$ cat src/hdl/ralu_pkg.sv
// ============================================================================
// ralu_pkg
// Shared types, constants and helpers for the register ALU with status flags.
// ============================================================================
package ralu_pkg;

  localparam int REG_COUNT   = 8;
  localparam int REG_AW      = (REG_COUNT > 1) ? $clog2(REG_COUNT) : 1;
  localparam int IDX_W       = 3;
  localparam int DATA_W      = 16;
  localparam int ACT_W       = 5;
  localparam int FLAG_W      = 5;
  localparam int QUEUE_DEPTH = 2;
  localparam int QUEUE_AW    = (QUEUE_DEPTH > 1) ? $clog2(QUEUE_DEPTH) : 1;
  localparam int QUEUE_CW    = $clog2(QUEUE_DEPTH + 1);

  // status word bit positions
  localparam int FLG_C = 0;
  localparam int FLG_V = 1;
  localparam int FLG_N = 2;
  localparam int FLG_Z = 3;
  localparam int FLG_S = 4;

  localparam logic [DATA_W-1:0] BYTE_MASK = 16'h00FF;
  localparam logic [DATA_W-1:0] WORD_MASK = 16'hFFFF;
  localparam logic [7:0]        HIGH_ONES = 8'hFF;

  // instruction codes on the input port
  localparam logic [ACT_W-1:0] ACT_SWAP  = 5'd0;
  localparam logic [ACT_W-1:0] ACT_ADD   = 5'd1;
  localparam logic [ACT_W-1:0] ACT_ADDC  = 5'd2;
  localparam logic [ACT_W-1:0] ACT_SUB   = 5'd3;
  localparam logic [ACT_W-1:0] ACT_SUBC  = 5'd4;
  localparam logic [ACT_W-1:0] ACT_CMP   = 5'd5;
  localparam logic [ACT_W-1:0] ACT_XOR   = 5'd6;
  localparam logic [ACT_W-1:0] ACT_AND   = 5'd7;
  localparam logic [ACT_W-1:0] ACT_OR    = 5'd8;
  localparam logic [ACT_W-1:0] ACT_BIT   = 5'd9;
  localparam logic [ACT_W-1:0] ACT_BIC   = 5'd10;
  localparam logic [ACT_W-1:0] ACT_BIS   = 5'd11;
  localparam logic [ACT_W-1:0] ACT_MOV   = 5'd12;
  localparam logic [ACT_W-1:0] ACT_SWPB  = 5'd13;
  localparam logic [ACT_W-1:0] ACT_SRA   = 5'd14;
  localparam logic [ACT_W-1:0] ACT_RRC   = 5'd15;
  localparam logic [ACT_W-1:0] ACT_SXT   = 5'd16;
  localparam logic [ACT_W-1:0] ACT_MOVLZ = 5'd17;
  localparam logic [ACT_W-1:0] ACT_MOVL  = 5'd18;
  localparam logic [ACT_W-1:0] ACT_MOVLS = 5'd19;
  localparam logic [ACT_W-1:0] ACT_MOVH  = 5'd20;
  localparam logic [ACT_W-1:0] ACT_SETCC = 5'd21;
  localparam logic [ACT_W-1:0] ACT_CLRCC = 5'd22;

  typedef enum logic [4:0] {
    OP_NOP,
    OP_SWAP,
    OP_ADD,
    OP_ADDC,
    OP_SUB,
    OP_SUBC,
    OP_CMP,
    OP_XOR,
    OP_AND,
    OP_OR,
    OP_BIT,
    OP_BIC,
    OP_BIS,
    OP_MOV,
    OP_SWPB,
    OP_SRA,
    OP_RRC,
    OP_SXT,
    OP_MOVLZ,
    OP_MOVL,
    OP_MOVLS,
    OP_MOVH,
    OP_SETCC,
    OP_CLRCC
  } op_e;

  // classified instruction word, as it sits in the queue
  typedef struct packed {
    op_e               op;
    logic              byte_en;  // low byte only, already gated by op
    logic              wr_dst;   // single write of the destination
    logic [IDX_W-1:0]  dst;
    logic [IDX_W-1:0]  src;
    logic [DATA_W-1:0] operand;
    logic [FLAG_W-1:0] flag_mask;
  } item_t;

  function automatic logic reg_in_range(input logic [IDX_W-1:0] idx);
    return (int'(idx) < REG_COUNT);
  endfunction

  function automatic logic [REG_AW-1:0] reg_addr(input logic [IDX_W-1:0] idx);
    return REG_AW'(idx);
  endfunction

endpackage

$ cat src/hdl/ralu_ram.sv
// ============================================================================
// ralu_ram
// Generic RAM: one write port, two read ports, registered read (read-first).
// ============================================================================
module ralu_ram #(
  parameter int WIDTH = 16,
  parameter int DEPTH = 8
) (
  input  logic                                       clk_i,
  input  logic                                       we_i,
  input  logic [((DEPTH > 1) ? $clog2(DEPTH) : 1)-1:0] waddr_i,
  input  logic [WIDTH-1:0]                           wdata_i,
  input  logic                                       re_i,
  input  logic [((DEPTH > 1) ? $clog2(DEPTH) : 1)-1:0] raddr_a_i,
  input  logic [((DEPTH > 1) ? $clog2(DEPTH) : 1)-1:0] raddr_b_i,
  output logic [WIDTH-1:0]                           rdata_a_o,
  output logic [WIDTH-1:0]                           rdata_b_o
);

  logic [WIDTH-1:0] mem_q [DEPTH];
  logic [WIDTH-1:0] rdata_a_q;
  logic [WIDTH-1:0] rdata_b_q;

  always_ff @(posedge clk_i) begin
    if (we_i) begin
      mem_q[waddr_i] <= wdata_i;
    end
    if (re_i) begin
      rdata_a_q <= mem_q[raddr_a_i];
      rdata_b_q <= mem_q[raddr_b_i];
    end
  end

  assign rdata_a_o = rdata_a_q;
  assign rdata_b_o = rdata_b_q;

endmodule

$ cat src/hdl/ralu_front.sv
// ============================================================================
// ralu_front
// Input side: takes a word when the queue has room and classifies it.
// ============================================================================
module ralu_front (
  input  logic                           in_valid_i,
  output logic                           in_stall_o,
  input  logic [ralu_pkg::ACT_W-1:0]     action_i,
  input  logic [ralu_pkg::IDX_W-1:0]     dst_reg_i,
  input  logic [ralu_pkg::IDX_W-1:0]     src_reg_i,
  input  logic [ralu_pkg::DATA_W-1:0]    operand_value_i,
  input  logic                           byte_mode_i,
  input  logic [ralu_pkg::FLAG_W-1:0]    flag_mask_i,
  input  logic                           q_full_i,
  output logic                           q_push_o,
  output ralu_pkg::item_t                q_item_o
);

  ralu_pkg::op_e op;
  logic          honors_byte;
  logic          wr_dst;

  always_comb begin
    op          = ralu_pkg::OP_NOP;
    honors_byte = 1'b0;
    wr_dst      = 1'b1;
    case (action_i)
      ralu_pkg::ACT_SWAP:  begin op = ralu_pkg::OP_SWAP;  wr_dst = 1'b0;      end
      ralu_pkg::ACT_ADD:   begin op = ralu_pkg::OP_ADD;   honors_byte = 1'b1; end
      ralu_pkg::ACT_ADDC:  begin op = ralu_pkg::OP_ADDC;  honors_byte = 1'b1; end
      ralu_pkg::ACT_SUB:   begin op = ralu_pkg::OP_SUB;   honors_byte = 1'b1; end
      ralu_pkg::ACT_SUBC:  begin op = ralu_pkg::OP_SUBC;  honors_byte = 1'b1; end
      ralu_pkg::ACT_CMP:   begin
        op = ralu_pkg::OP_CMP;
        honors_byte = 1'b1;
        wr_dst = 1'b0;
      end
      ralu_pkg::ACT_XOR:   begin op = ralu_pkg::OP_XOR;   honors_byte = 1'b1; end
      ralu_pkg::ACT_AND:   begin op = ralu_pkg::OP_AND;   honors_byte = 1'b1; end
      ralu_pkg::ACT_OR:    begin op = ralu_pkg::OP_OR;    honors_byte = 1'b1; end
      ralu_pkg::ACT_BIT:   begin
        op = ralu_pkg::OP_BIT;
        honors_byte = 1'b1;
        wr_dst = 1'b0;
      end
      ralu_pkg::ACT_BIC:   begin op = ralu_pkg::OP_BIC;   honors_byte = 1'b1; end
      ralu_pkg::ACT_BIS:   begin op = ralu_pkg::OP_BIS;   honors_byte = 1'b1; end
      ralu_pkg::ACT_MOV:   begin op = ralu_pkg::OP_MOV;   honors_byte = 1'b1; end
      ralu_pkg::ACT_SWPB:  begin op = ralu_pkg::OP_SWPB;                      end
      ralu_pkg::ACT_SRA:   begin op = ralu_pkg::OP_SRA;   honors_byte = 1'b1; end
      ralu_pkg::ACT_RRC:   begin op = ralu_pkg::OP_RRC;   honors_byte = 1'b1; end
      ralu_pkg::ACT_SXT:   begin op = ralu_pkg::OP_SXT;                       end
      ralu_pkg::ACT_MOVLZ: begin op = ralu_pkg::OP_MOVLZ;                     end
      ralu_pkg::ACT_MOVL:  begin op = ralu_pkg::OP_MOVL;                      end
      ralu_pkg::ACT_MOVLS: begin op = ralu_pkg::OP_MOVLS;                     end
      ralu_pkg::ACT_MOVH:  begin op = ralu_pkg::OP_MOVH;                      end
      ralu_pkg::ACT_SETCC: begin op = ralu_pkg::OP_SETCC; wr_dst = 1'b0;      end
      ralu_pkg::ACT_CLRCC: begin op = ralu_pkg::OP_CLRCC; wr_dst = 1'b0;      end
      default:             begin op = ralu_pkg::OP_NOP;   wr_dst = 1'b0;      end
    endcase
  end

  assign in_stall_o = q_full_i;
  assign q_push_o   = in_valid_i & ~q_full_i;

  always_comb begin
    q_item_o.op        = op;
    q_item_o.byte_en   = honors_byte & byte_mode_i;
    q_item_o.wr_dst    = wr_dst;
    q_item_o.dst       = dst_reg_i;
    q_item_o.src       = src_reg_i;
    q_item_o.operand   = operand_value_i;
    q_item_o.flag_mask = flag_mask_i;
  end

endmodule

$ cat src/hdl/ralu_queue.sv
// ============================================================================
// ralu_queue
// Short FIFO of classified words between the front and the execute side.
// ============================================================================
module ralu_queue (
  input  logic            clk_i,
  input  logic            rst_ni,
  input  logic            push_i,
  input  ralu_pkg::item_t item_i,
  output logic            full_o,
  output logic            vld_o,
  output ralu_pkg::item_t item_o,
  input  logic            pop_i
);

  ralu_pkg::item_t                    mem_q [ralu_pkg::QUEUE_DEPTH];
  logic [ralu_pkg::QUEUE_AW-1:0]      wr_ptr_q, wr_ptr_d;
  logic [ralu_pkg::QUEUE_AW-1:0]      rd_ptr_q, rd_ptr_d;
  logic [ralu_pkg::QUEUE_CW-1:0]      cnt_q, cnt_d;
  logic                               do_pop;

  assign full_o = (cnt_q == ralu_pkg::QUEUE_CW'(ralu_pkg::QUEUE_DEPTH));
  assign vld_o  = (cnt_q != '0);
  assign item_o = mem_q[rd_ptr_q];
  assign do_pop = pop_i & vld_o;

  always_comb begin
    wr_ptr_d = wr_ptr_q;
    rd_ptr_d = rd_ptr_q;
    cnt_d    = cnt_q;
    if (push_i) begin
      wr_ptr_d = (wr_ptr_q == ralu_pkg::QUEUE_AW'(ralu_pkg::QUEUE_DEPTH - 1)) ?
                 '0 : wr_ptr_q + 1'b1;
    end
    if (do_pop) begin
      rd_ptr_d = (rd_ptr_q == ralu_pkg::QUEUE_AW'(ralu_pkg::QUEUE_DEPTH - 1)) ?
                 '0 : rd_ptr_q + 1'b1;
    end
    case ({push_i, do_pop})
      2'b10:   cnt_d = cnt_q + 1'b1;
      2'b01:   cnt_d = cnt_q - 1'b1;
      default: cnt_d = cnt_q;
    endcase
  end

  always_ff @(posedge clk_i or negedge rst_ni) begin
    if (!rst_ni) begin
      wr_ptr_q <= '0;
      rd_ptr_q <= '0;
      cnt_q    <= '0;
    end else begin
      wr_ptr_q <= wr_ptr_d;
      rd_ptr_q <= rd_ptr_d;
      cnt_q    <= cnt_d;
    end
  end

  always_ff @(posedge clk_i) begin
    if (push_i) begin
      mem_q[wr_ptr_q] <= item_i;
    end
  end

endmodule

$ cat src/hdl/ralu_back.sv
// ============================================================================
// ralu_back
// Execute side: register file read, ALU, flag update, write back, result word.
// ============================================================================
module ralu_back (
  input  logic                          clk_i,
  input  logic                          rst_ni,
  input  logic                          q_vld_i,
  input  ralu_pkg::item_t               q_item_i,
  output logic                          q_pop_o,
  output logic                          out_valid_o,
  input  logic                          out_stall_i,
  output logic [ralu_pkg::DATA_W-1:0]   dst_value_o,
  output logic [ralu_pkg::DATA_W-1:0]   src_value_o,
  output logic [ralu_pkg::FLAG_W-1:0]   flags_o
);

  // execute stage
  logic                                 x_vld_q;
  logic                                 x_phase_q;
  ralu_pkg::item_t                      x_item_q;
  logic                                 rd_vld_a_q, rd_vld_b_q;
  logic                                 issue, x_done, x_swap1, out_free, is_swap;

  // register file
  logic [ralu_pkg::REG_COUNT-1:0]       reg_vld_q;
  logic [ralu_pkg::DATA_W-1:0]          rdata_a, rdata_b;
  logic                                 ram_we;
  logic [ralu_pkg::IDX_W-1:0]           wr_idx;
  logic [ralu_pkg::DATA_W-1:0]          ram_wdata;

  // bypass of the last completed write
  logic                                 byp_vld_q;
  logic [ralu_pkg::IDX_W-1:0]           byp_idx_q;
  logic [ralu_pkg::DATA_W-1:0]          byp_data_q;

  logic [ralu_pkg::FLAG_W-1:0]          flags_q, flags_d;

  logic                                 d_in, s_in;
  logic [ralu_pkg::DATA_W-1:0]          old_d, old_s;
  logic [ralu_pkg::DATA_W-1:0]          mask, a, b, r, new_d;
  logic [ralu_pkg::DATA_W:0]            sum, diff;
  logic                                 cin, c_add, c_sub;
  logic                                 upd_c, upd_v, upd_zn, c_new, v_new, z_new, n_new;
  logic [ralu_pkg::DATA_W-1:0]          dst_res, src_res;

  logic                                 out_vld_q;
  logic [ralu_pkg::DATA_W-1:0]          out_dst_q, out_src_q;
  logic [ralu_pkg::FLAG_W-1:0]          out_flags_q;

  assign is_swap  = (x_item_q.op == ralu_pkg::OP_SWAP);
  assign out_free = ~out_vld_q | ~out_stall_i;
  assign x_swap1  = x_vld_q & is_swap & ~x_phase_q;
  assign x_done   = x_vld_q & (~is_swap | x_phase_q) & out_free;
  assign issue    = q_vld_i & (~x_vld_q | x_done);
  assign q_pop_o  = issue;

  ralu_ram #(
    .WIDTH (ralu_pkg::DATA_W),
    .DEPTH (ralu_pkg::REG_COUNT)
  ) u_regfile (
    .clk_i     (clk_i),
    .we_i      (ram_we),
    .waddr_i   (ralu_pkg::reg_addr(wr_idx)),
    .wdata_i   (ram_wdata),
    .re_i      (issue),
    .raddr_a_i (ralu_pkg::reg_addr(q_item_i.dst)),
    .raddr_b_i (ralu_pkg::reg_addr(q_item_i.src)),
    .rdata_a_o (rdata_a),
    .rdata_b_o (rdata_b)
  );

  // operand fetch: out-of-range reads 0, unwritten entries read 0
  always_comb begin
    d_in = ralu_pkg::reg_in_range(x_item_q.dst);
    s_in = ralu_pkg::reg_in_range(x_item_q.src);
    if (!d_in) begin
      old_d = '0;
    end else if (byp_vld_q && (byp_idx_q == x_item_q.dst)) begin
      old_d = byp_data_q;
    end else begin
      old_d = rd_vld_a_q ? rdata_a : '0;
    end
    if (!s_in) begin
      old_s = '0;
    end else if (byp_vld_q && (byp_idx_q == x_item_q.src)) begin
      old_s = byp_data_q;
    end else begin
      old_s = rd_vld_b_q ? rdata_b : '0;
    end
  end

  // ALU
  always_comb begin
    mask  = x_item_q.byte_en ? ralu_pkg::BYTE_MASK : ralu_pkg::WORD_MASK;
    a     = old_d & mask;
    b     = x_item_q.operand & mask;
    cin   = flags_q[ralu_pkg::FLG_C];
    c_add = (x_item_q.op == ralu_pkg::OP_ADDC) & cin;
    c_sub = (x_item_q.op == ralu_pkg::OP_SUBC) & cin;
    sum   = {1'b0, a} + {1'b0, b} + {{ralu_pkg::DATA_W{1'b0}}, c_add};
    diff  = {1'b0, a} - {1'b0, b} - {{ralu_pkg::DATA_W{1'b0}}, c_sub};
    r      = '0;
    upd_c  = 1'b0;
    upd_v  = 1'b0;
    upd_zn = 1'b0;
    c_new  = 1'b0;
    v_new  = 1'b0;
    case (x_item_q.op)
      ralu_pkg::OP_ADD, ralu_pkg::OP_ADDC: begin
        r      = sum[ralu_pkg::DATA_W-1:0] & mask;
        upd_c  = 1'b1;
        upd_v  = 1'b1;
        upd_zn = 1'b1;
        c_new  = x_item_q.byte_en ? sum[8] : sum[ralu_pkg::DATA_W];
        v_new  = x_item_q.byte_en ? ((a[7] ^ r[7]) & (b[7] ^ r[7]))
                                  : ((a[15] ^ r[15]) & (b[15] ^ r[15]));
      end
      ralu_pkg::OP_SUB, ralu_pkg::OP_SUBC, ralu_pkg::OP_CMP: begin
        r      = diff[ralu_pkg::DATA_W-1:0] & mask;
        upd_c  = 1'b1;
        upd_v  = 1'b1;
        upd_zn = 1'b1;
        c_new  = diff[ralu_pkg::DATA_W];  // borrow
        v_new  = x_item_q.byte_en ? ((a[7] ^ b[7]) & (a[7] ^ r[7]))
                                  : ((a[15] ^ b[15]) & (a[15] ^ r[15]));
      end
      ralu_pkg::OP_XOR: begin r = a ^ b;         upd_zn = 1'b1; end
      ralu_pkg::OP_AND, ralu_pkg::OP_BIT: begin
        r = a & b;
        upd_zn = 1'b1;
      end
      ralu_pkg::OP_OR, ralu_pkg::OP_BIS: begin
        r = a | b;
        upd_zn = 1'b1;
      end
      ralu_pkg::OP_BIC: begin r = a & ~b & mask; upd_zn = 1'b1; end
      ralu_pkg::OP_MOV: begin r = b;             upd_zn = 1'b1; end
      ralu_pkg::OP_SWPB: begin
        r      = {old_d[7:0], old_d[15:8]};
        upd_zn = 1'b1;
      end
      ralu_pkg::OP_SRA: begin
        r = x_item_q.byte_en ? {8'h00, a[7], a[7:1]} : {a[15], a[15:1]};
        upd_zn = 1'b1;
      end
      ralu_pkg::OP_RRC: begin
        r = x_item_q.byte_en ? {8'h00, cin, a[7:1]} : {cin, a[15:1]};
        upd_c  = 1'b1;
        upd_zn = 1'b1;
        c_new  = a[0];
      end
      ralu_pkg::OP_SXT: begin
        r      = {{8{old_d[7]}}, old_d[7:0]};
        upd_zn = 1'b1;
      end
      ralu_pkg::OP_MOVLZ: r = {8'h00, x_item_q.operand[7:0]};
      ralu_pkg::OP_MOVL:  r = {old_d[15:8], x_item_q.operand[7:0]};
      ralu_pkg::OP_MOVLS: r = {ralu_pkg::HIGH_ONES, x_item_q.operand[7:0]};
      ralu_pkg::OP_MOVH:  r = {x_item_q.operand[7:0], old_d[7:0]};
      default:            r = '0;
    endcase

    // swpb tests the new low byte only
    if (x_item_q.op == ralu_pkg::OP_SWPB) begin
      z_new = (r[7:0] == 8'h00);
      n_new = r[7];
    end else begin
      z_new = ((r & mask) == '0);
      n_new = x_item_q.byte_en ? r[7] : r[15];
    end

    new_d = x_item_q.byte_en ? {old_d[15:8], r[7:0]} : r;

    flags_d = flags_q;
    if (upd_c)  flags_d[ralu_pkg::FLG_C] = c_new;
    if (upd_v)  flags_d[ralu_pkg::FLG_V] = v_new;
    if (upd_zn) begin
      flags_d[ralu_pkg::FLG_Z] = z_new;
      flags_d[ralu_pkg::FLG_N] = n_new;
    end
    if (x_item_q.op == ralu_pkg::OP_SETCC) flags_d = flags_q | x_item_q.flag_mask;
    if (x_item_q.op == ralu_pkg::OP_CLRCC) flags_d = flags_q & ~x_item_q.flag_mask;
  end

  // result word and write-back
  always_comb begin
    if (is_swap) begin
      dst_res = !d_in ? '0 : ((x_item_q.dst == x_item_q.src) ? old_d : old_s);
      src_res = !s_in ? '0 : old_d;
    end else begin
      dst_res = !d_in ? '0 : (x_item_q.wr_dst ? new_d : old_d);
      src_res = !s_in ? '0 :
                ((x_item_q.wr_dst && (x_item_q.src == x_item_q.dst)) ? new_d : old_s);
    end

    ram_we    = 1'b0;
    wr_idx    = x_item_q.dst;
    ram_wdata = new_d;
    if (x_swap1) begin
      // swap, first half: dst takes the old src
      ram_we    = d_in;
      wr_idx    = x_item_q.dst;
      ram_wdata = old_s;
    end else if (x_done) begin
      if (is_swap) begin
        ram_we    = s_in;
        wr_idx    = x_item_q.src;
        ram_wdata = old_d;
      end else begin
        ram_we    = x_item_q.wr_dst & d_in;
        wr_idx    = x_item_q.dst;
        ram_wdata = new_d;
      end
    end
  end

  always_ff @(posedge clk_i or negedge rst_ni) begin
    if (!rst_ni) begin
      x_vld_q    <= 1'b0;
      x_phase_q  <= 1'b0;
      rd_vld_a_q <= 1'b0;
      rd_vld_b_q <= 1'b0;
      reg_vld_q  <= '0;
      byp_vld_q  <= 1'b0;
      byp_idx_q  <= '0;
      flags_q    <= '0;
      out_vld_q  <= 1'b0;
    end else begin
      if (issue) begin
        x_vld_q    <= 1'b1;
        rd_vld_a_q <= reg_vld_q[ralu_pkg::reg_addr(q_item_i.dst)] &
                      ralu_pkg::reg_in_range(q_item_i.dst);
        rd_vld_b_q <= reg_vld_q[ralu_pkg::reg_addr(q_item_i.src)] &
                      ralu_pkg::reg_in_range(q_item_i.src);
      end else if (x_done) begin
        x_vld_q <= 1'b0;
      end
      if (x_swap1) begin
        x_phase_q <= 1'b1;
      end else if (x_done) begin
        x_phase_q <= 1'b0;
      end
      if (ram_we) begin
        reg_vld_q[ralu_pkg::reg_addr(wr_idx)] <= 1'b1;
      end
      // only the final write of a word is bypassed; earlier ones are in the RAM
      if (x_done) begin
        byp_vld_q <= ram_we;
        byp_idx_q <= wr_idx;
        flags_q   <= flags_d;
        out_vld_q <= 1'b1;
      end else if (!out_stall_i) begin
        out_vld_q <= 1'b0;
      end
    end
  end

  always_ff @(posedge clk_i) begin
    if (issue) begin
      x_item_q <= q_item_i;
    end
    if (x_done) begin
      byp_data_q  <= ram_wdata;
      out_dst_q   <= dst_res;
      out_src_q   <= src_res;
      out_flags_q <= flags_d;
    end
  end

  assign out_valid_o = out_vld_q;
  assign dst_value_o = out_dst_q;
  assign src_value_o = out_src_q;
  assign flags_o     = out_flags_q;

endmodule

$ cat src/hdl/register_alu_with_status_flags.sv
// ============================================================================
// register_alu_with_status_flags
// Sixteen-bit register ALU with an 8-entry register file and status flags.
// ============================================================================
//
//  channel  | handshake               | word
//  ---------+-------------------------+-----------------------------------------
//  in       | in_valid_i / in_stall_o | action, dst/src reg, operand, byte, mask
//  out      | out_valid_o/ out_stall_i| dst/src value, C Z N V S flags
//
//  One word per cycle while the output is not stalled; a swap holds the execute
//  stage for a second write, since the register file has a single write port.
//  From input to result a word passes the queue, the register file read and
//  the execute stage into the output register. Reset clears the register file
//  valid bits and the flags, so all registers read zero. A stalled output holds
//  the execute stage; the two-entry queue keeps taking input until it fills.
//
module register_alu_with_status_flags (
  input  logic        clk_i,
  input  logic        rst_ni,
  input  logic        in_valid_i,
  output logic        in_stall_o,
  input  logic [4:0]  action_i,
  input  logic [2:0]  dst_reg_i,
  input  logic [2:0]  src_reg_i,
  input  logic [15:0] operand_value_i,
  input  logic        byte_mode_i,
  input  logic [4:0]  flag_mask_i,
  output logic        out_valid_o,
  input  logic        out_stall_i,
  output logic [15:0] dst_value_o,
  output logic [15:0] src_value_o,
  output logic        carry_flag_o,
  output logic        zero_flag_o,
  output logic        negative_flag_o,
  output logic        overflow_flag_o,
  output logic        sleep_flag_o
);

  logic                             q_full, q_push, q_vld, q_pop;
  ralu_pkg::item_t                  push_item, head_item;
  logic [ralu_pkg::FLAG_W-1:0]      flags;

  ralu_front u_front (
    .in_valid_i      (in_valid_i),
    .in_stall_o      (in_stall_o),
    .action_i        (action_i),
    .dst_reg_i       (dst_reg_i),
    .src_reg_i       (src_reg_i),
    .operand_value_i (operand_value_i),
    .byte_mode_i     (byte_mode_i),
    .flag_mask_i     (flag_mask_i),
    .q_full_i        (q_full),
    .q_push_o        (q_push),
    .q_item_o        (push_item)
  );

  ralu_queue u_queue (
    .clk_i  (clk_i),
    .rst_ni (rst_ni),
    .push_i (q_push),
    .item_i (push_item),
    .full_o (q_full),
    .vld_o  (q_vld),
    .item_o (head_item),
    .pop_i  (q_pop)
  );

  ralu_back u_back (
    .clk_i       (clk_i),
    .rst_ni      (rst_ni),
    .q_vld_i     (q_vld),
    .q_item_i    (head_item),
    .q_pop_o     (q_pop),
    .out_valid_o (out_valid_o),
    .out_stall_i (out_stall_i),
    .dst_value_o (dst_value_o),
    .src_value_o (src_value_o),
    .flags_o     (flags)
  );

  assign carry_flag_o    = flags[ralu_pkg::FLG_C];
  assign zero_flag_o     = flags[ralu_pkg::FLG_Z];
  assign negative_flag_o = flags[ralu_pkg::FLG_N];
  assign overflow_flag_o = flags[ralu_pkg::FLG_V];
  assign sleep_flag_o    = flags[ralu_pkg::FLG_S];

endmodule
$ cat config.mk
export PLATFORM = sky130hd
export DESIGN_NAME = register_alu_with_status_flags
export DESIGN_NICKNAME = d
export VERILOG_FILES = /design/src/hdl/ralu_pkg.sv /design/src/hdl/ralu_ram.sv /design/src/hdl/ralu_front.sv /design/src/hdl/ralu_queue.sv /design/src/hdl/ralu_back.sv /design/src/hdl/register_alu_with_status_flags.sv
export SDC_FILE = /design/constraint.sdc
export NUM_CORES = 1
export LEC_CHECK = 0
export ABC_CLOCK_PERIOD_IN_PS = 9200
export BUFFER_PORTS_ARGS = -buffer_cell sky130_fd_sc_hd__buf_2
export CAP_MARGIN = 20
export CORE_MARGIN = 4
export CORE_UTILIZATION = 60
export DETAILED_ROUTE_END_ITERATION = 10
export PLACE_DENSITY = 0.88
export SYNTH_ARGS = -nofsm -noshare
export SYNTH_HDL_FRONTEND = slang
export SYNTH_SLANG_ARGS = --single-unit
export TNS_END_PERCENT = 100
$ cat constraint.sdc
create_clock -name clk_i -period 9.2 [get_ports clk_i]
set_input_delay 0.92 -clock clk_i [delete_from_list [all_inputs] [get_ports clk_i]]
set_output_delay 0.92 -clock clk_i [all_outputs]
set_load 0.03 [all_outputs]
==> Yosys cells after proc, flatten, opt, wreduce, memory -nomap -nowiden <==
Memory sizes are Yosys's and may differ from the RTL's. A register that Yosys moved wholly into a read port is not among the register bits.
Index checks and enable logic that the tools add are counted.
{ "classes": {"mul": 0, "magnitude_cmp": 4, "mux": 60, "shifts": 0, "eq_ne": 53, "div_mod_pow": 0, "bitwise_logic": 46, "addsub": 8, "n_reduce_logical": 20} }
{ "op_table": {"columns": ["op", "count"], "rows": [
  ["two-way mux 16 bit", 16],
  ["case mux 16 bit (15 select lines)", 1],
  ["AND 16 bit", 8],
  ["case mux 5 bit (23 select lines)", 1],
  ["equality test 5 x 4 -> 1 bit (second input constant)", 16],
  ["equality test 5 bit (second input constant)", 15],
  ["equality test 5 x 3 -> 1 bit (second input constant)", 8],
  ["two-way mux 1 bit", 30],
  ["equality test 5 x 2 -> 1 bit (second input constant)", 4],
  ["OR reduction 18 bit", 1],
  ["adder 16 x 16 -> 17 bit", 1],
  ["adder 17 x 1 -> 17 bit", 1],
  ["subtractor 16 x 16 -> 17 bit", 1],
  ["subtractor 17 x 1 -> 17 bit", 1],
  ["zero test 16 bit", 1],
  ["NOT 16 bit", 1],
  ["OR 16 bit", 1],
  ["OR reduction 16 bit", 1],
  ["bitwise XOR 16 bit", 1],
  ["AND 1 bit", 14],
  ["OR reduction 14 bit", 1],
  ["equality test 3 bit", 4],
  ["less-than comparator 3 x 4 -> 1 bit (second input constant)", 3],
  ["equality test 5 x 1 -> 1 bit (second input constant)", 2],
  ["30 further kinds", 58]
]} }
{ "word_totals": {"ram_bits": 196, "mem_count": 2, "regBits": 113, "mem_bits_ro": 0, "in_bits": 37, "latch_bits": 0} }
{ "mem_list": {"columns": ["name", "words", "width", "read_ports", "rd_clocked_by_memory_dff", "write_ports", "line", "text"], "rows": [
  ["u_back.u_regfile.mem_q", 8, 16, 2, 2, 1, "ralu_ram.sv:20", "logic [WIDTH-1:0] mem_q [DEPTH];"],
  ["u_queue.mem_q", 2, 34, 1, 0, 1, "ralu_queue.sv:16", "ralu_pkg::item_t mem_q [ralu_pkg::QUEUE_DEPTH];"]
]} }

==> Logic depth before layout (Yosys ltp) <==
Gate-level depths: netlist of the first run.
{ "logic_depth": {"word_depth": 14, "depth_mapped": 20, "ltp_nobuf": 18} }

==> Hierarchy <==
From an unflattened synthesis of the first run, not the netlist that was laid out.
{ "unflattened": {"cells_unflattened": 1574, "hier_area_um2": 19805.2} }
{ "by_module_without_submodules": {"columns": ["mod", "instances", "area_each_um2", "cells_per_inst"], "rows": [
  ["ralu_back", 1, 9624.2, 1107],
  ["ralu_ram", 1, 7005.5, 287],
  ["ralu_queue", 1, 2778.9, 123],
  ["ralu_front", 1, 396.6, 57]
]} }

==> Worst setup path after synthesis of the first run <==
No wires, ideal clock.
{ "synth_timing": {"path_type": "flip-flop to flip-flop", "start": "register u_back.x_item_q[32] in the netlist's numbering", "end": "register u_queue.cnt_q[1] in the netlist's numbering", "arrival_ps": 5723, "t_required_ps": 9121, "path_buffers": 2, "path_stages_with_launch": 12, "setup_slack_ps": 3397, "cell_sequence": "edfxtp_1 buf_2 nand2b_1 nor2_1 nand2_1 o21ai_0 nand2b_1 clkbuf_1 a21oi_1 ha_1 nor2_1 xor2_1"} }
{ "synth_via": {"elab_chain_cells": 10, "elab_cells_between_ends": 12} }
{ "synth_lines": {"columns": ["item", "line", "text"], "rows": [
  ["start, declared", "ralu_back.sv:21", "ralu_pkg::item_t x_item_q;"],
  ["start signal, assigned", "ralu_back.sv:261", "x_item_q <= q_item_i;"],
  ["equality test 5 x 1 -> 1 bit (*)", "ralu_back.sv:51", "assign is_swap = (x_item_q.op == ralu_pkg::OP_SWAP);"],
  ["NOT 1 bit (*)", "ralu_back.sv:54", "assign x_done = x_vld_q & (~is_swap | x_phase_q) & out_free;"],
  ["OR 1 bit (*)", "ralu_back.sv:54", null],
  ["AND 1 bit (*) (2 in series)", "ralu_back.sv:54", null],
  ["OR 1 bit (*)", "ralu_back.sv:55", "assign issue = q_vld_i & (~x_vld_q | x_done);"],
  ["AND 1 bit (*)", "ralu_back.sv:55", null],
  ["named net q_pop", "register_alu_with_status_flags.sv:40", "logic q_full, q_push, q_vld, q_pop;"],
  ["AND 1 bit (*)", "ralu_queue.sv:25", "assign do_pop = pop_i & vld_o;"],
  ["equality test 2 x 1 -> 1 bit or equality test 2 bit (tied branches)", "ralu_queue.sv:39", "case ({push_i, do_pop})"],
  ["case mux 2 bit (2 select lines) or nonzero test 2 bit (tied branches)", null, null],
  ["end signal, assigned", "ralu_queue.sv:54", "cnt_q <= cnt_d;"],
  ["end, declared", "ralu_queue.sv:19", "logic [ralu_pkg::QUEUE_CW-1:0] cnt_q, cnt_d;"]
]} }
The timed path passes the listed nets; every way through them passes the cells marked *.
A chain may end at the register's enable or synchronous reset.

==> Worst setup path in the final report of the first run <==
{ "layout_timing": {"start": "register u_back.x_item_q[24] in the netlist's numbering", "end": "memory u_back.u_regfile.mem_q[28][15], in the netlist u_back.u_regfile.mem_q[7][15] (data pin)"} }
{ "layout_via": {"elab_chain_cells": 12, "elab_cells_between_ends": 21} }
{ "layout_lines": {"columns": ["item", "line", "text"], "rows": [
  ["equality test 3 bit (*)", "ralu_back.sv:79", "end else if (byp_vld_q && (byp_idx_q == x_item_q.dst)) begin"],
  ["logical AND 1 bit (*)", "ralu_back.sv:79", null],
  ["two-way mux 16 bit (*)", "ralu_back.sv:79", null],
  ["AND 16 bit", "ralu_back.sv:96", "a = old_d & mask;"],
  ["subtractor 16 x 16 -> 17 bit or adder 16 x 16 -> 17 bit (tied branches)", "ralu_back.sv:102, ralu_back.sv:101", null],
  ["subtractor 17 x 1 -> 17 bit or adder 17 x 1 -> 17 bit (tied branches)", "ralu_back.sv:102, ralu_back.sv:101", null],
  ["AND 16 bit, on equally long branches", "ralu_back.sv:120, ralu_back.sv:111", null],
  ["case mux 16 bit (15 select lines)", "ralu_back.sv:109", "case (x_item_q.op)"],
  ["two-way mux 16 bit", "ralu_back.sv:173", "new_d = x_item_q.byte_en ? {old_d[15:8], r[7:0]} : r;"],
  ["two-way mux 16 bit", "ralu_back.sv:206", "if (is_swap) begin"],
  ["two-way mux 16 bit (*)", "ralu_back.sv:205", "end else if (x_done) begin"],
  ["two-way mux 16 bit (*)", "ralu_back.sv:200", "if (x_swap1) begin"],
  ["named net u_back.ram_wdata (one bit)", "ralu_back.sv:30", "logic [ralu_pkg::DATA_W-1:0] ram_wdata;"],
  ["end, declared", "ralu_ram.sv:20", null]
]} }
Marks and branches as above.

==> out/metrics.sh, run 1 <==
CTS-HOLD-FIX-BUFFERS=0
YOSYSSEQAREASHARE_PCT=51.6
SYNTHESIS.AREA_UM2=19600
POSTROUTEWIRELENGTH_UM=63300
GRT_START_MAX_NET_PINS=70
VIAS_IN_THE_FIRST_GLOBAL_ROUTE=16208
OVERFLOW=0
FIRST_ITER_VIOLATIONS=2595
STARTPOINT_OF_THE_MOST_CRITICAL_REGISTER_TO_REGISTER_PATH='u_back.x_item_q[24]$_DFFE_PP_'
FIN_TNS_SETUP_PS=0
R2R_END='u_back.u_regfile.mem_q[7][15]$_DFFE_PP_'
ALL_LAYER_GR_USAGE_PCT=35.0
SYNTHDOMINANTCELLAREASHARE_PCT=48.3
CTS_BUFFERS=35
ROOT_BUFFER='clkbuf_16'
CTS_TREE='yes'
SETUP.WORST_PATH.START_CLASS='flop'
INITIAL_UTILIZATION_PCT=61.4
NUMBER_OF_WARNINGS_ISSUED_BY_YOSYS=0
SETUP_VIOL=0
SYN_INST=1984
NUMBER_OF_ANTENNA_VIOLATIONS_AT_THE_FIRST_CHECK_IN_GLOBAL_ROUTING=3
LAYOUT_CELL_SHARE_WITH_DRIVE_STRENGTH_BEYOND_1_PCT=12.7
PATH_MAX_FANOUT=25
SYNTH-EDFF-COUNT=315
POST-ROUTE-DRC-COUNT=0
YOSYS.AREA_SHARE.SIMPLE_PCT=20.6
HOLDCRITPATHCLASS='in -> async'
FINISH.NET_COUNT=2119
FINAL_MAX_SLEW_VIOL_COUNT=0
PLACE_CONGESTION=1.03
POST_SYNTH_MUX_AREA_SHARE_PCT=3.72
LIBRARY_CELLS_USED_BY_SYNTHESIS=92
SYNTHESIS.NETS=2094
CLOCK_SINKS=341
TIMING.MAX_SLEW.REL_SLACK_PCT=29.2
POST_SYNTH_MAIN_AREA_CONTRIBUTORS='edfxtp_1 48%, nand2_1 8.4%, nand3_1 4.9%, ha_1 4.4%, dfrtp_1 3.3%'
SYNTH_TOP_FLOP_CELL='edfxtp_1'
CTS.REPORTEDPATHS.CLKPINSLEW_PS=60
SYNTH.LARGEST_AREA_CELL='edfxtp_1'
CRIT_TYPE='reg -> reg'
FRACTION_OF_THE_MAPPED_NETLIST_AREA_IN_COMPOUND_GATES_PCT=13.5
PLACEMENT.IO_BUFFERS=75
DRTANTENNAVIOLNETS=0
GRT_FIRST_PASS_WIRELENGTH_UM=96600
BOUNDARYPINS=76
YOSYS.AREA_SHARE.ADDER_PCT=4.82
DRV_CAP=0
DETAILED_ROUTE_VIA_COUNT=16839
TIMING.CRITICAL_PATH.ARRIVAL_PS=6200
DIE_AREA_UM2=35600
DOMINANT_COMBINATIONAL_CELL_FAMILY_BY_AREA_AFTER_SYNTHESIS='simple AND/OR/NAND/NOR gates'
STD_CELL_ROWS=65
CLOCK_TREE_SKEW_AFTER_FINAL_LAYOUT_PS=32.7
POSTCTSRESIZEDCELLS=0
DESIGN.CORE.AREA_UM2=31900
MAX-CLOCK-PATH-BUFFERS=3
WIRE_PER_INST_UM=25.6
POST_SYNTH_XOR_AREA_FRACTION_PCT=1.80
FP.DIEW_UM=189
STDCELL_AREA_UM2=21600
DR_PASS1_ITERATIONS=6
WORST_SLEW_PIN_SLEW_PS=1060
DRT-VIAS-PER-INSTANCE=6.81
CLOCK_INSERTION_DELAY_WORST_SKEW_PS=550
CTS_POST_SETUP_BUFFERS_INSERTED=0
MIN_PERIOD_PS=6000
DIE_HEIGHT_UM=189
LAYOUT.CELLS.MOST_COMMON='nand2_1'
REG2REG_SETUP_SLACK_PS=3200
RUN_STATUS='finished, final reports clean'
DETAILED_PLACE_HPWL_UM=44100
PLACED_AREA_UM2=20400
TIMING.CRITICAL_PATH.TO_TYPE='flop'
MAX_FREQ_GHz=0.167
RSZ_0062_RAISED_AFTER_GLOBAL_ROUTING='false'
CTS_MAX_LEVEL=2
TIMING.FINAL.HOLD_VIOLATIONS=0
YOSYS_REGISTER_BITS=341
LAYOUT_COMMON_CELLS='437 x nand2_1, 315 x edfxtp_1, 191 x nand3_1'
WORSTPATHREQUIRED_PS=9400
FINAL.PERIOD_UTILIZATION_PCT=65.2
AREA.GROWTH.SYNTH_TO_FINAL_PCT=10.1
SYNTH_AREA_PER_CELL_UM2=9.87
REG2REG_DEPTH=15
POSTSYNTH.ASYNCRESETSHARE_PCT=7.62
## metrics by stage
step                hold WS [ps]  setup WS [ps]  std cells  utilization (%)
finish                       456           3200       2473             67.7
global route                 492           2900       2471             67.6
CTS                          471           3400       2469             67.5
detailed placement           485           3450       2405             63.9
global placement             460           3560       2405             63.9
floorplan                    447           3400       1984                -
## registers in the layout, summed over array words and instances (netlist names), 8 cells and up
name / count
u_back.byp_data_q: 16
u_back.src_value_o: 16
u_back.dst_value_o: 16
u_queue.mem_q: 68
u_back.u_regfile.rdata_a_o: 16
u_back.u_regfile.rdata_b_o: 16
u_back.x_item_q: 34
u_back.u_regfile.mem_q: 128
u_back.reg_vld_q: 8
## area by class of cell
type / instances / area, um^2
Tap cell: 435 / 544
Inverter: 70 / 263
Multi-Input combinational cell: 1449 / 8820
Clock buffer: 48 / 945
Fill cell: 2374 / 10300
Antenna cell: 2 / 5.00
Timing Repair Buffer: 112 / 686
Sequential cell: 341 / 10100
Clock inverter: 16 / 201
## worst max path at each step
stage,startpoint,end,slack [ps],cells after the start
2_1_floorplan,u_back.x_item_q[32]$_DFFE_PP_,u_queue.cnt_q[1]$_DFFE_PN0P_,3400,11
3_3_place_gp,u_back.x_item_q[24]$_DFFE_PP_,u_back.flags_o[3]$_DFFE_PP_,3560,17
3_5_place_dp,u_back.x_item_q[24]$_DFFE_PP_,u_back.u_regfile.mem_q[5][15]$_DFFE_PP_,3450,17
4_1_cts,u_back.x_item_q[24]$_DFFE_PP_,u_back.u_regfile.mem_q[4][15]$_DFFE_PP_,3400,17
5_1_grt,u_back.x_item_q[24]$_DFFE_PP_,u_back.u_regfile.mem_q[7][15]$_DFFE_PP_,2900,15
6_report,u_back.x_item_q[24]$_DFFE_PP_,u_back.u_regfile.mem_q[7][15]$_DFFE_PP_,3200,15
## per-layer routing
metal	vias to the layer above	GRT usage (%)	part of all wire, %
met1	7994	47.8	38
met4	4	11.4	4.1
met5	-	0	0.032
met3	265	8.48	12
li1	7285	-	-
met2	1291	55.7	46
## cells in the mapped netlist, drive strengths merged (24+ instances only)
| cell type | instances |
|---|---|
| nand2 | 437 |
| edfxtp | 315 |
| nand3 | 191 |
| a21oi | 111 |
| nor2 | 92 |
| clkbuf | 88 |
| o21ai | 77 |
| ha | 69 |
| inv | 66 |
| mux2 | 38 |
| buf | 36 |
| nor3 | 27 |
| dfrtp | 26 |
| mux2i | 26 |
| and3 | 24 |
## cell families (layout without fill, tap and decap cells)
kind of cell	after synthesis	after routing
buf+inv	194	246
fa+ha+maj	73	73
other cells	0	2
compound gates	393	393
xor+xnor	35	35
flops	341	341
simple gates	884	884
mux	64	64
## worst max-delay path, cell delays in order, from the launching register on
cell       delay (ps)
edfxtp_1          490
xnor2_2           350
nand4_4           570
mux2i_2           560
inv_2             160
ha_1              390
inv_1             140
o2111ai_1         170
a311oi_1          750
o31ai_1           210
a311oi_1          330
xnor2_1           160
o211ai_1          300
a21o_1            210
a22oi_1            90
o21ai_0           780
Power of run 1 is left out: the tool's default activity adds up to more than one toggle a clock period on the data nets, which glitch-free logic cannot reach.
==> run 2: changes to the inputs <==
--- a/config.mk
+++ b/config.mk
@@ -5,13 +5,13 @@
 export SDC_FILE = /design/constraint.sdc
 export NUM_CORES = 1
 export LEC_CHECK = 0
-export ABC_CLOCK_PERIOD_IN_PS = 9200
+export ABC_CLOCK_PERIOD_IN_PS = 4820
 export BUFFER_PORTS_ARGS = -buffer_cell sky130_fd_sc_hd__buf_2
 export CAP_MARGIN = 20
 export CORE_MARGIN = 4
-export CORE_UTILIZATION = 60
+export CORE_UTILIZATION = 57
 export DETAILED_ROUTE_END_ITERATION = 10
-export PLACE_DENSITY = 0.88
+export PLACE_DENSITY = 0.87
 export SYNTH_ARGS = -nofsm -noshare
 export SYNTH_HDL_FRONTEND = slang
 export SYNTH_SLANG_ARGS = --single-unit
==> constraint.sdc (replaced) <==
create_clock -name clk_i -period 4.82 [get_ports clk_i]
set_input_delay 0.482 -clock clk_i [delete_from_list [all_inputs] [get_ports clk_i]]
set_output_delay 0.482 -clock clk_i [all_outputs]
set_load 0.03 [all_outputs]
==> run 2 against run 1 <==
  * Final cell count up 3.9%
  * Worst setup slack got worse by 3100 ps
  * Register-to-register slack got worse by 3100 ps
  * Clock skew shrank 4.6 ps
  * Maximum frequency is 28% higher
  * Design area grew 3.6%
  * Clock-buffer cell count decreased by 1
  * Critical endpoint is now u_back.u_regfile.mem_q[2][15]$_DFFE_PP_
  * Highest routed layer unchanged
==> out/metrics.sh, run 2 (synthesis results as in run 1) <==
LAYOUT.CELLS.MOST_COMMON='nand2_1'
GRT_START_MAX_NET_PINS=69
LAYOUT_CELL_SHARE_WITH_DRIVE_STRENGTH_BEYOND_1_PCT=16.8
WORST_SLEW_PIN_SLEW_PS=1030
POSTROUTEWIRELENGTH_UM=63400
CLOCK_INSERTION_DELAY_WORST_SKEW_PS=570
FINAL.PERIOD_UTILIZATION_PCT=97.5
DIE_HEIGHT_UM=193
PATH_MAX_FANOUT=22
STD_CELL_ROWS=67
WORSTPATHREQUIRED_PS=5130
SETUP.WORST_PATH.START_CLASS='flop'
CLOCK_SINKS=341
VIAS_IN_THE_FIRST_GLOBAL_ROUTE=16193
PLACEMENT.IO_BUFFERS=75
FIRST_ITER_VIOLATIONS=2866
DETAILED_PLACE_HPWL_UM=43600
REG_TOP3='u_back.u_regfile.mem_q x128, u_queue.mem_q x68, u_back.x_item_q x34'
DRV_CAP=0
AREA.GROWTH.SYNTH_TO_FINAL_PCT=14.1
RUN_STATUS='finished, final reports clean'
TIMING.CRITICAL_PATH.ARRIVAL_PS=5010
DP_CELLS=2497
FP.DIEW_UM=193
DESIGN.CORE.AREA_UM2=33700
FILL_CELLS=2558
POSTLAYOUTCOREUTIL_PCT=66.3
GRT_FIRST_PASS_WIRELENGTH_UM=95800
DIE_AREA_UM2=37400
FINISH.NET_COUNT=2202
DPL_WORST_SLACK_PS=19.3
MIN_PERIOD_PS=4700
ROOT_BUFFER='clkbuf_16'
BOUNDARYPINS=76
MAX-CLOCK-PATH-BUFFERS=3
CLOCK_TREE_SKEW_AFTER_FINAL_LAYOUT_PS=28.1
FINAL_MAX_SLEW_VIOL_COUNT=0
CRIT_TYPE='reg -> reg'
LAYOUT_COMMON_CELLS='437 x nand2_1, 315 x edfxtp_1, 191 x nand3_1'
CTS_TREE='yes'
CTS.REPORTEDPATHS.CLKPINSLEW_PS=60
CTS_MAX_LEVEL=2
DR_PASS1_ITERATIONS=7
DRTANTENNAVIOLNETS=0
FINAL-SEQ-AREA_UM2=10100
POST-ROUTE-DRC-COUNT=0
SETUP_SLACK_PS=121
REGISTER_NAME_WITH_THE_MOST_FLOPS='u_back.u_regfile.mem_q'
DRT-VIAS-PER-INSTANCE=6.67
WIRE_PER_INST_UM=24.7
MIN_PATH_CELLS=1
NUMBER_OF_ANTENNA_VIOLATIONS_AT_THE_FIRST_CHECK_IN_GLOBAL_ROUTING=3
TIMING.CRITICAL_PATH.TO_TYPE='flop'
REG2REG_DEPTH=18
DETAILED_ROUTE_VIA_COUNT=17141
LARGEST_REGISTER_FFS=128
HOLDCRITPATHCLASS='in -> reg'
TIMING.MAX_SLEW.REL_SLACK_PCT=31.4
FIN_CELLS=2569
SETUP_VIOL=0
PLACE_CONGESTION=1.01
MAX_FREQ_GHz=0.213
ALL_LAYER_GR_USAGE_PCT=32.7
CTS_BUFFERS=36
MULTI_INPUT_COMB_AREA_UM2=8880
TIMING.FINAL.HOLD_VIOLATIONS=0
OVERFLOW=0
INITIAL_UTILIZATION_PCT=58.1
run 2: cell types whose count changed in the layout (fill, tap and decap cells not counted), moves of 2 or more:
cell      change
a211oi_1      -2
a211oi_2      +2
buf_12        +2
buf_4        +80
clkbuf_1      -5
clkbuf_8      +3
clkinv_1      +2
clkinv_4      -3
o221ai_1      -4
o221ai_2      +4
run 2: per-stage QoR:
stage / cell area (um^2) / setup TNS [ps] / hold WS [ps]
after detailed placement: 21000 / 0 / 475
after CTS: 22200 / 0 / 93.3
after global routing: 22300 / -11.7 / 100
final: 22300 / 0 / 109
after global placement: 21000 / 0 / 463
after floorplan: 19600 / 0 / 186
run 2: cell type report:
class	count	area share, %
clock inverters	18	1.00
well taps	448	2.51
diodes	2	0.0224
clock buffers	47	4.44
flip-flops and latches	341	45.3
multi-input cells	1449	39.7
inverters	70	1.18
repair buffers	194	5.86
run 2: critical path, cell delays in order (launching register included):
cell and delay (ps):
dfrtp_1 470, xnor2_4 200, nand4_4 130, buf_12 210, mux2i_4 420, inv_1 100
ha_1 260, nor2b_1 150, o21ai_0 220, a311oi_1 130, buf_4 180, o31ai_1 450
a311oi_1 190, xnor2_1 330, o211ai_1 150, a21o_1 240, a22oi_1 200, o21ai_0 170
buf_4 230
run 2: worst paths after layout:
| kind | to | slack [ps] | start |
|---|---|---|---|
| setup / recovery | u_back.u_regfile.mem_q[2][15]$_DFFE_PP_ | 120 | u_back.byp_idx_q[1]$_DFFE_PN0P_ |
| hold / removal | u_queue.mem_q[1][11]$_DFFE_PP_ | 110 | operand_value_i[6] |
| setup reg to reg | u_back.u_regfile.mem_q[2][15]$_DFFE_PP_ | 120 | u_back.byp_idx_q[1]$_DFFE_PN0P_ |
| hold reg to reg | u_queue.cnt_q[1]$_DFFE_PN0P_ | 500 | u_queue.cnt_q[1]$_DFFE_PN0P_ |
| max in group asynchronous | u_queue.rd_ptr_q$_DFFE_PN0P_ | 3760 | rst_ni |
| min in group asynchronous | u_back.byp_vld_q$_DFFE_PN0P_ | 520 | rst_ni |
run 2: timing repair:
item	CTS	global route
hold buffers	1	0
pin swaps	0	5
gates resized for setup	2	13
setup buffers	0	3
endpoints found under the hold margin	20	0
endpoints found under the setup margin	18	98
run 2: metal layers:
| layer | share of wire, % | track usage, % | vias up |
|---|---|---|---|
| met5 | 0.032 | 0 | - |
| met4 | 3.9 | 10.4 | 2 |
| met3 | 13 | 8.12 | 206 |
| met2 | 45 | 50.9 | 1362 |
| met1 | 37 | 45.5 | 8127 |
| li1 | - | - | 7444 |
Power of run 2 is left out for the same reason.
